<file path="src/rtl/dnsm_pkg.sv">
package dnsm_pkg;

    localparam int DEPTH_W   = 16;
    localparam int THR_W     = 16;
    localparam int DIM_W     = 11;
    localparam int MASK_W    = 8;
    localparam int CNT_W     = 4;
    localparam int NB_COUNT  = 8;
    localparam int CFG_IDX_W = 2;
    localparam int CFG_DAT_W = 16;

    localparam logic [CFG_IDX_W-1:0] REG_THRESHOLD = 2'd0;
    localparam logic [CFG_IDX_W-1:0] REG_WIDTH     = 2'd1;
    localparam logic [CFG_IDX_W-1:0] REG_HEIGHT    = 2'd2;

    localparam logic [THR_W-1:0] THRESHOLD_RST = 16'd100;
    localparam logic [DIM_W-1:0] WIDTH_RST     = 11'd640;
    localparam logic [DIM_W-1:0] HEIGHT_RST    = 11'd480;
    localparam logic [DIM_W-1:0] DIM_MIN       = 11'd2;

    // neighbour bit positions in the masks
    localparam int NB_TL = 0;
    localparam int NB_TM = 1;
    localparam int NB_TR = 2;
    localparam int NB_MR = 3;
    localparam int NB_BR = 4;
    localparam int NB_BM = 5;
    localparam int NB_BL = 6;
    localparam int NB_ML = 7;

    typedef logic signed [DEPTH_W-1:0] t_depth;

    typedef struct packed {
        logic   op;
        t_depth depth_value;
    } t_in_word;

    typedef struct packed {
        logic [MASK_W-1:0] close_mask;
        logic [MASK_W-1:0] valid_mask;
        logic [CNT_W-1:0]  close_count;
        logic              frame_last;
    } t_out_word;

    typedef struct packed {
        logic top;
        logic bot;
        logic lft;
        logic rgt;
    } t_edge_flags;

endpackage

</file>
<file path="src/rtl/dnsm_mask.sv">
module dnsm_mask (
    input  dnsm_pkg::t_depth                     i_centre,
    input  dnsm_pkg::t_depth                     i_nbr [dnsm_pkg::NB_COUNT],
    input  dnsm_pkg::t_edge_flags                i_edges,
    input  logic [dnsm_pkg::THR_W-1:0]           i_threshold,
    output logic [dnsm_pkg::MASK_W-1:0]          o_close_mask,
    output logic [dnsm_pkg::MASK_W-1:0]          o_valid_mask,
    output logic [dnsm_pkg::CNT_W-1:0]           o_close_count
);
    import dnsm_pkg::*;

    logic [NB_COUNT-1:0]       in_frame;
    logic signed [DEPTH_W:0]   diff [NB_COUNT];
    logic signed [DEPTH_W:0]   mag  [NB_COUNT];
    logic [NB_COUNT-1:0]       valid;
    logic [NB_COUNT-1:0]       close;
    logic [CNT_W-1:0]          count;
    logic                      centre_ok;

    always_comb begin
        in_frame[NB_TL] = i_edges.top && i_edges.lft;
        in_frame[NB_TM] = i_edges.top;
        in_frame[NB_TR] = i_edges.top && i_edges.rgt;
        in_frame[NB_MR] = i_edges.rgt;
        in_frame[NB_BR] = i_edges.bot && i_edges.rgt;
        in_frame[NB_BM] = i_edges.bot;
        in_frame[NB_BL] = i_edges.bot && i_edges.lft;
        in_frame[NB_ML] = i_edges.lft;
    end

    assign centre_ok = (i_centre > 0);

    always_comb begin
        count = '0;
        for (int k = 0; k < NB_COUNT; k++) begin
            diff[k]  = $signed({i_nbr[k][DEPTH_W-1], i_nbr[k]})
                     - $signed({i_centre[DEPTH_W-1], i_centre});
            mag[k]   = diff[k][DEPTH_W] ? -diff[k] : diff[k];
            valid[k] = centre_ok && in_frame[k] && (i_nbr[k] > 0);
            close[k] = valid[k] && (DEPTH_W'(mag[k]) < i_threshold);
            count    = count + CNT_W'(close[k]);
        end
    end

    assign o_close_mask  = close;
    assign o_valid_mask  = valid;
    assign o_close_count = count;

endmodule

</file>
<file path="config.mk">
export PLATFORM = sky130hd
export DESIGN_NAME = dnsm_mask
export DESIGN_NICKNAME = d
export VERILOG_FILES = /design/src/rtl/dnsm_pkg.sv /design/src/rtl/dnsm_mask.sv
export SDC_FILE = /design/constraint.sdc
export NUM_CORES = 1
export LEC_CHECK = 0
export ABC_AREA = 1
export BUFFER_PORTS_ARGS = -buffer_cell sky130_fd_sc_hd__buf_2
export CORE_ASPECT_RATIO = 0.75
export CORE_MARGIN = 4
export CORE_UTILIZATION = 28
export DETAILED_ROUTE_END_ITERATION = 12
export GPL_ROUTABILITY_DRIVEN = 1
export GPL_TIMING_DRIVEN = 0
export PLACE_DENSITY_LB_ADDON = 0.25
export SLEW_MARGIN = 10
export SYNTH_ARGS = -nofsm -noshare
export SYNTH_HDL_FRONTEND = slang
export SYNTH_SLANG_ARGS = --single-unit
</file>
<file path="constraint.sdc">
create_clock -name vclk -period 8.6
set_input_delay 0.43 -clock vclk [all_inputs]
set_output_delay 0.43 -clock vclk [all_outputs]
set_load 0.05 [all_outputs]
</file>
## Word level (Yosys, flattened, before mapping)

Index checks and enable logic that the tools add are counted.

- Add/sub/neg operators: 23
- $mul: 0
- Div/mod/pow operators: 0
- Magnitude comparators: 17
- Equality and inequality tests: 0
- Shift operators: 0
- Multiplexer cells: 8
- Bitwise gates (word level): 0
- Reductions and logical operators: 28

Operators by type and width:

| cell | count |
|---|---|
| greater-than comparator 16 x 1 -> 1 bit (second input constant) | 9 |
| subtractor 16 x 16 -> 17 bit | 8 |
| < comparator 16 bit | 8 |
| two-way mux 16 bit | 8 |
| negator 16 bit | 8 |
| logical AND 1 bit | 28 |
| adder 4 x 1 -> 4 bit | 4 |
| adder 3 x 1 -> 4 bit | 1 |
| adder 2 x 1 -> 3 bit | 1 |
| adder 1 x 1 -> 2 bit | 1 |

- Bits in registers: 0
- Bits in latches: 0
- Bits in writable memories: 0
- Bits in read-only memories: 0
- Input port bits: 164
- Output and inout bits: 20
- Logic and storage cells: 76
- Memories: 0

## Depth between registers and ports, before layout

Gate-level depths: netlist (run 1).

- Depth in word-level cells: 12
- Mapped depth: 34

## Least setup slack after synthesis (run 1)

OpenSTA, ideal clock, no wires.

- Path kind: input to output
- Start point: in i_centre[1]
- End point: out o_close_count[2] (netlist name)
- Arrival: 7.034 ns
- Required time: 8.170 ns
- Path slack: 1.136 ns
- Stages on the path: 27
- Buffers on the path: 0
- Cells stage by stage: inv_1 ha_1 nand3b_1 nand2_1 a21oi_4 xor2_1 nand2_1 nor2_2 inv_1 nor2_1 nor2_1 nand2_1 nand2_1 ha_1 a21oi_1 o31ai_1 a21oi_1 nor2_1 nor3_1 fa_1 inv_1 fa_1 inv_1 fa_1 ha_1 fa_1 xor2_1

RTL lines:

| what | line | RTL |
|---|---|---|
| start: declaration | dnsm_mask.sv:2 | `input dnsm_pkg::t_depth i_centre,` |
| subtractor 16 x 16 -> 17 bit | dnsm_mask.sv:37 | `- $signed({i_centre[DEPTH_W-1], i_centre});` |
| negator 16 bit | dnsm_mask.sv:38 | `mag[k] = diff[k][DEPTH_W] ? -diff[k] : diff[k];` |
| two-way mux 16 bit | dnsm_mask.sv:38 |  |
| < comparator 16 bit | dnsm_mask.sv:40 | `close[k] = valid[k] && (DEPTH_W'(mag[k]) < i_threshold);` |
| logical AND 1 bit * | dnsm_mask.sv:40 |  |
| net o_close_mask, one bit | dnsm_mask.sv:6 | `output logic [dnsm_pkg::MASK_W-1:0] o_close_mask,` |
| adder 3 x 1 -> 4 bit * | dnsm_mask.sv:41 | `count = count + CNT_W'(close[k]);` |
| adder 4 x 1 -> 4 bit * (4 in series) | dnsm_mask.sv:41 |  |
| end: declaration | dnsm_mask.sv:8 | `output logic [dnsm_pkg::CNT_W-1:0] o_close_count` |

The timed path passes the listed nets; every way through them passes the cells marked *.

## Worst setup path after layout (run 1)

- Start point: in i_centre[1]
- End point: out o_close_count[2] (netlist name)

- Cells in the longest elaborated chain, start to end: 12

RTL lines:

| what | line |
|---|---|
| subtractor 16 x 16 -> 17 bit | dnsm_mask.sv:37 |
| negator 16 bit | dnsm_mask.sv:38 |
| two-way mux 16 bit | dnsm_mask.sv:38 |
| < comparator 16 bit | dnsm_mask.sv:40 |
| logical AND 1 bit | dnsm_mask.sv:40 |
| adder 1 x 1 -> 2 bit | dnsm_mask.sv:41 |
| adder 2 x 1 -> 3 bit | dnsm_mask.sv:41 |
| adder 3 x 1 -> 4 bit | dnsm_mask.sv:41 |
| adder 4 x 1 -> 4 bit (3 in series) | dnsm_mask.sv:41 |
| adder 4 x 1 -> 4 bit * | dnsm_mask.sv:41 |

Mark *: on every way between the ends. The rest lies on a longest branch, timed or not.

==> metrics.txt, run 1 <==
status=completed; die area=52300 um^2; top cell type by total area after synthesis=ha_1; vias per cell=4.88; Die W=263 um; Min-Delay Endpoint=o_valid_mask[0]; Slowest cell on crit path=inv_1; crit path kind=in2out; Max VDD drop=61.6 uV; dpl cell area=15300 um^2; nets=3098; via count=16100; Ys Warns=0; cell family with most CP delay=adder cells; syn nets=2913; initial cell density of the core=28.5%; hold path depth=3; Rows=69; WP buf/inv=7; max_slew headroom=29.4%; Final period util=90.8%; vias in the first global route=15500; WHS=1240 ps; grt ovf=0; drt first-iter violations=888; Yosys cell types=42; Lkg Pwr=9.12 nW; GRT Total Usage=19.7%; first-pass GRT wire length=82400 um; sequential cell area=0 um^2; GPL Wtd Cong=0.916; Critical Path Start Type=input pin; hold buffers post-CTS=0; largest net degree at the start of global routing=14; Wirelength per Cell=16.1 um; post-synth top area share=23.8%; crit path max fanout=13; postcts setup bufs=0; Syn Area/Cell=5.50 um^2; kind of end point of the critical path=primary output; Die Y=199 um; port buffer count=183; most common cell after layout, fill and taps aside=nand2_1; initial antenna violation count=3; Slew Viols, Final=0; Critical Path AT=7380 ps; worst slew pin tran=1060 ps; share of post-route cells with drive strength above 1=8.27%; Antenna Cells=0; Detail Route Antenna Nets=0; iteration count of the initial detailed-routing pass=7; Min Clock Period, post-route=7810 ps; RSZ-0062 raised after global routing=false; Post-Route WL=53200 um; min-delay worst type=in2out; DP Wirelength=43900 um; # DRC=0; post-route design area=15300 um^2; Power per Cell Area=104 nW/um^2; Final Hold Viols=0; area added between synthesis and finish=12.6%; sequential cells=0; Post-Syn Area=13600 um^2; most frequent cell on the critical path=inv_1; part of the Yosys area used for sequential elements=0%; commonest non-fill, non-tap cells in the layout=nand2_1 (796), inv_1 (427), ha_1 (259), nor2_1 (201), nand3_1 (192); Max Freq=128 MHz; cts repair resizes=0; max-cap violation count=0; setup TNS=0 ps; Synth area leaders=ha_1 (24%), nand2_1 (22%), inv_1 (12%), nand3_1 (7.1%), a21oi_1 (6.6%); clock buffer count=0; Ports=184; hold wc startpoint=i_nbr[127]; # setup viols final=0; CP required=8170 ps; CP peak stage delay=740 ps; Post-Synthesis Cells=2478; core area=47700 um^2
## cells by family after synthesis
kind of cell             count (synthesis)  synth area share, %
AND/OR/NAND/NOR                       1341                 41.5
buffers and inverters                  438                 12.2
AO/OA/AOI/OAI                          292                 11.7
adder cells (fa/ha/maj)                271                 25.6
XOR/XNOR                               136                 8.99
## stage by stage
step	setup WS, ps	instances	utilization [%]	power (mW)
finish	791	3300	32.1	1.59
global route	274	3300	32.1	1.83
CTS	676	3300	32.1	1.58
detailed placement	709	3300	32.1	1.57
global placement	686	3300	32.1	1.52
floorplan	1140	2478	-	1.18
## layout make-up
cell class,count,area [um^2]
inverters,429,1610
fillers,5449,32400
plain buffers,9,52.6
well taps,639,800
repair buffers,183,916
multi-input cells,2040,12000
## how the worst max path moves through the flow
stage	slack, ps	cells past startpoint	from	endpoint
after CTS	680	29	i_centre[1]	o_close_count[2]
after global placement	690	29	i_centre[1]	o_close_count[2]
after global routing	270	29	i_centre[1]	o_close_count[2]
final	790	29	i_centre[1]	o_close_count[2]
after floorplan	1140	27	i_centre[1]	o_close_count[2]
after detailed placement	710	29	i_centre[1]	o_close_count[2]
## where the power goes
group / switching (mW) / internal (mW) / total, mW
clock network: 0 / 0 / 0
registers: 0 / 0 / 0
logic: 1.01 / 0.576 / 1.59
## synthesized netlist by cell type, types with 3 or more instances
library cell	number
nor2_1	201
nand2_2	5
nand4_1	43
fa_1	12
nor3_1	36
ha_1	259
buf_2	6
o21ai_0	62
xnor2_1	39
nand3b_1	20
o211ai_1	5
a21o_1	6
o21bai_1	10
xor2_1	94
o21a_1	3
o21ai_2	4
nand2_1	796
nor2_2	4
inv_1	427
nand3_1	192
o31ai_1	12
a21oi_1	180
o21ai_1	3
a21oi_2	4
nor4_1	29
and2_1	6
## per-layer routing
| metal | wire length (um) | track usage [%] | vias to the layer above |
|---|---|---|---|
| met5 | 13 | 0 | - |
| met4 | 1220 | 3.87 | 2 |
| met3 | 3270 | 2.34 | 48 |
| met2 | 22600 | 32.9 | 403 |
| met1 | 26100 | 27.4 | 7251 |
| li1 | - | - | 8409 |
Power figures use the tool's default switching activity.
==> run 2: changes to the inputs <==
==> constraint.sdc (replaced) <==
create_clock -name vclk -period 8.6
set_input_delay 0.86 -clock vclk [all_inputs]
set_output_delay 0.86 -clock vclk [all_outputs]
set_load 0.05 [all_outputs]
==> run 2 against run 1 <==
Effect of this change:
- utilization grew 0.85 points
- via count grew 1.2%
- worst hold slack gained 870 ps
- flip-flop and latch count is the same
- fmax shrank 4.5%
- wire length grew 0.67%
- global-route usage is essentially flat
- first-iteration DRC count grew 6.5%
- cell count grew 1.3%
- sequential share of layout area is the same
- design area grew 2.6%
- power grew 1.5%
- critical path type unchanged
- largest power group unchanged
==> metrics.txt, run 2 (synthesis gave the netlist of run 1 again) <==
drt first-iter violations=946; port buffer count=183; layout filler cell count=5414; Detail Route Antenna Nets=0; CP peak stage delay=560 ps; Max Freq=122 MHz; Die W=263 um; GRT Total Usage=19.7%; CP required=7740 ps; commonest non-fill, non-tap cells in the layout=nand2_1 (796), inv_1 (414), ha_1 (257), nor2_1 (201), nand3_1 (192); Rows=69; die area=52300 um^2; clock buffer count=0; vias in the first global route=15500; Critical Path Start Type=input pin; hold buffers post-CTS=0; GPL Wtd Cong=0.916; Min-Delay Endpoint=o_valid_mask[0]; hold path depth=3; Post-Route WL=53600 um; Min Clock Period, post-route=8170 ps; Slew Viols, Final=0; kind of end point of the critical path=primary output; crit path max fanout=10; Antenna Cells=0; sequential cell area=0 um^2; Slowest cell on crit path=fa_1; initial cell density of the core=28.5%; first-pass GRT wire length=82400 um; status=completed; # setup viols final=0; Power per Cell Area=102 nW/um^2; sequential cells=0; largest net degree at the start of global routing=14; most frequent cell on the critical path=nand2_1; initial antenna violation count=1; final core utilization=33.0%; Wirelength per Cell=16.0 um; Die Y=199 um; grt ovf=0; DP Wirelength=43900 um; Ports=184; area added between synthesis and finish=15.6%; share of post-route cells with drive strength above 1=10.3%; vias per cell=4.88; Final period util=95.0%; via count=16300; worst slew pin tran=976 ps; RSZ-0062 raised after global routing=false; Final Hold Viols=0; # DRC=0; iteration count of the initial detailed-routing pass=5; Critical Path AT=7310 ps; max_slew headroom=34.8%; crit path kind=in2out; area of the multi-input gates=12000 um^2; nets=3140; Max VDD drop=61.9 uV; min-delay worst type=in2out; core area=47700 um^2; Lkg Pwr=9.26 nW; max-cap violation count=0; most common cell after layout, fill and taps aside=nand2_1; setup TNS=0 ps; hold wc startpoint=i_nbr[127]
==> run 2: cell types whose count changed in the layout (fill, tap and decap cells not counted) <==
cell and change:
clkinvlp_4 +13, ha_1 -2, buf_12 +2, nor3_4 +1, inv_1 -13, buf_4 +40, ha_2 +2, nor3_1 -1
==> run 2: repair_timing <==
action                                  CTS  global route
gates cloned                              0             0
resized for setup                         2            15
setup buffers                             0            42
endpoints found under the setup margin    2             2
hold endpoints to repair                  0             0
==> run 2: final cells by class <==
class                           count  area share [%]
Timing Repair Buffer              225            7.98
Multi-Input combinational cell   2040            76.1
Tap cell                          639            5.08
Buffer                              9           0.334
Inverter                          429            10.5
==> run 2: metrics by stage <==
| step | std cells | power [mW] | instance area (um^2) | hold WS, ps | worst slack, ps |
|---|---|---|---|---|---|
| detailed placement | 3300 | 1.57 | 15300 | 2100 | -151 |
| global route | 3342 | 1.86 | 15700 | 2110 | 78.0 |
| global placement | 3300 | 1.52 | 15300 | 2100 | -174 |
| CTS | 3300 | 1.58 | 15300 | 2100 | 79.6 |
| finish | 3342 | 1.61 | 15700 | 2110 | 427 |
| floorplan | 2478 | 1.18 | 13600 | 1900 | 276 |
==> run 2: power by group <==
part	internal [mW]	switching [mW]
Combinational	0.592	1.02
Sequential	0	0
Clock	0	0
Total	0.592	1.02
==> run 2: critical path: cells and delay by family <==
family | cells | cell delay [ps]
compound gates | 3 | 450
simple gates | 13 | 1230
buf+inv | 7 | 1100
fa+ha+maj | 8 | 3150
xor+xnor | 2 | 480
==> run 2: metal layers <==
metal  track usage [%]  vias to the layer above  routed length (um)
met3              2.34                       42                3080
met1              27.4                     7349               26400
met2              32.9                      426               23200
met5                 0                        -                   0
met4              3.87                        0                 915
li1                  -                     8496                   -
==> run 2: worst max path at each step <==
stage | slack (ps) | to | from | cells after the start
after floorplan | 280 | o_close_count[2] | i_centre[1] | 27
after global placement | -170 | o_close_count[2] | i_centre[1] | 29
after detailed placement | -150 | o_close_count[2] | i_centre[1] | 29
after CTS | 80 | o_close_count[2] | i_centre[9] | 34
after global routing | 80 | o_close_count[2] | i_centre[5] | 34
final | 430 | o_close_count[2] | i_centre[0] | 33
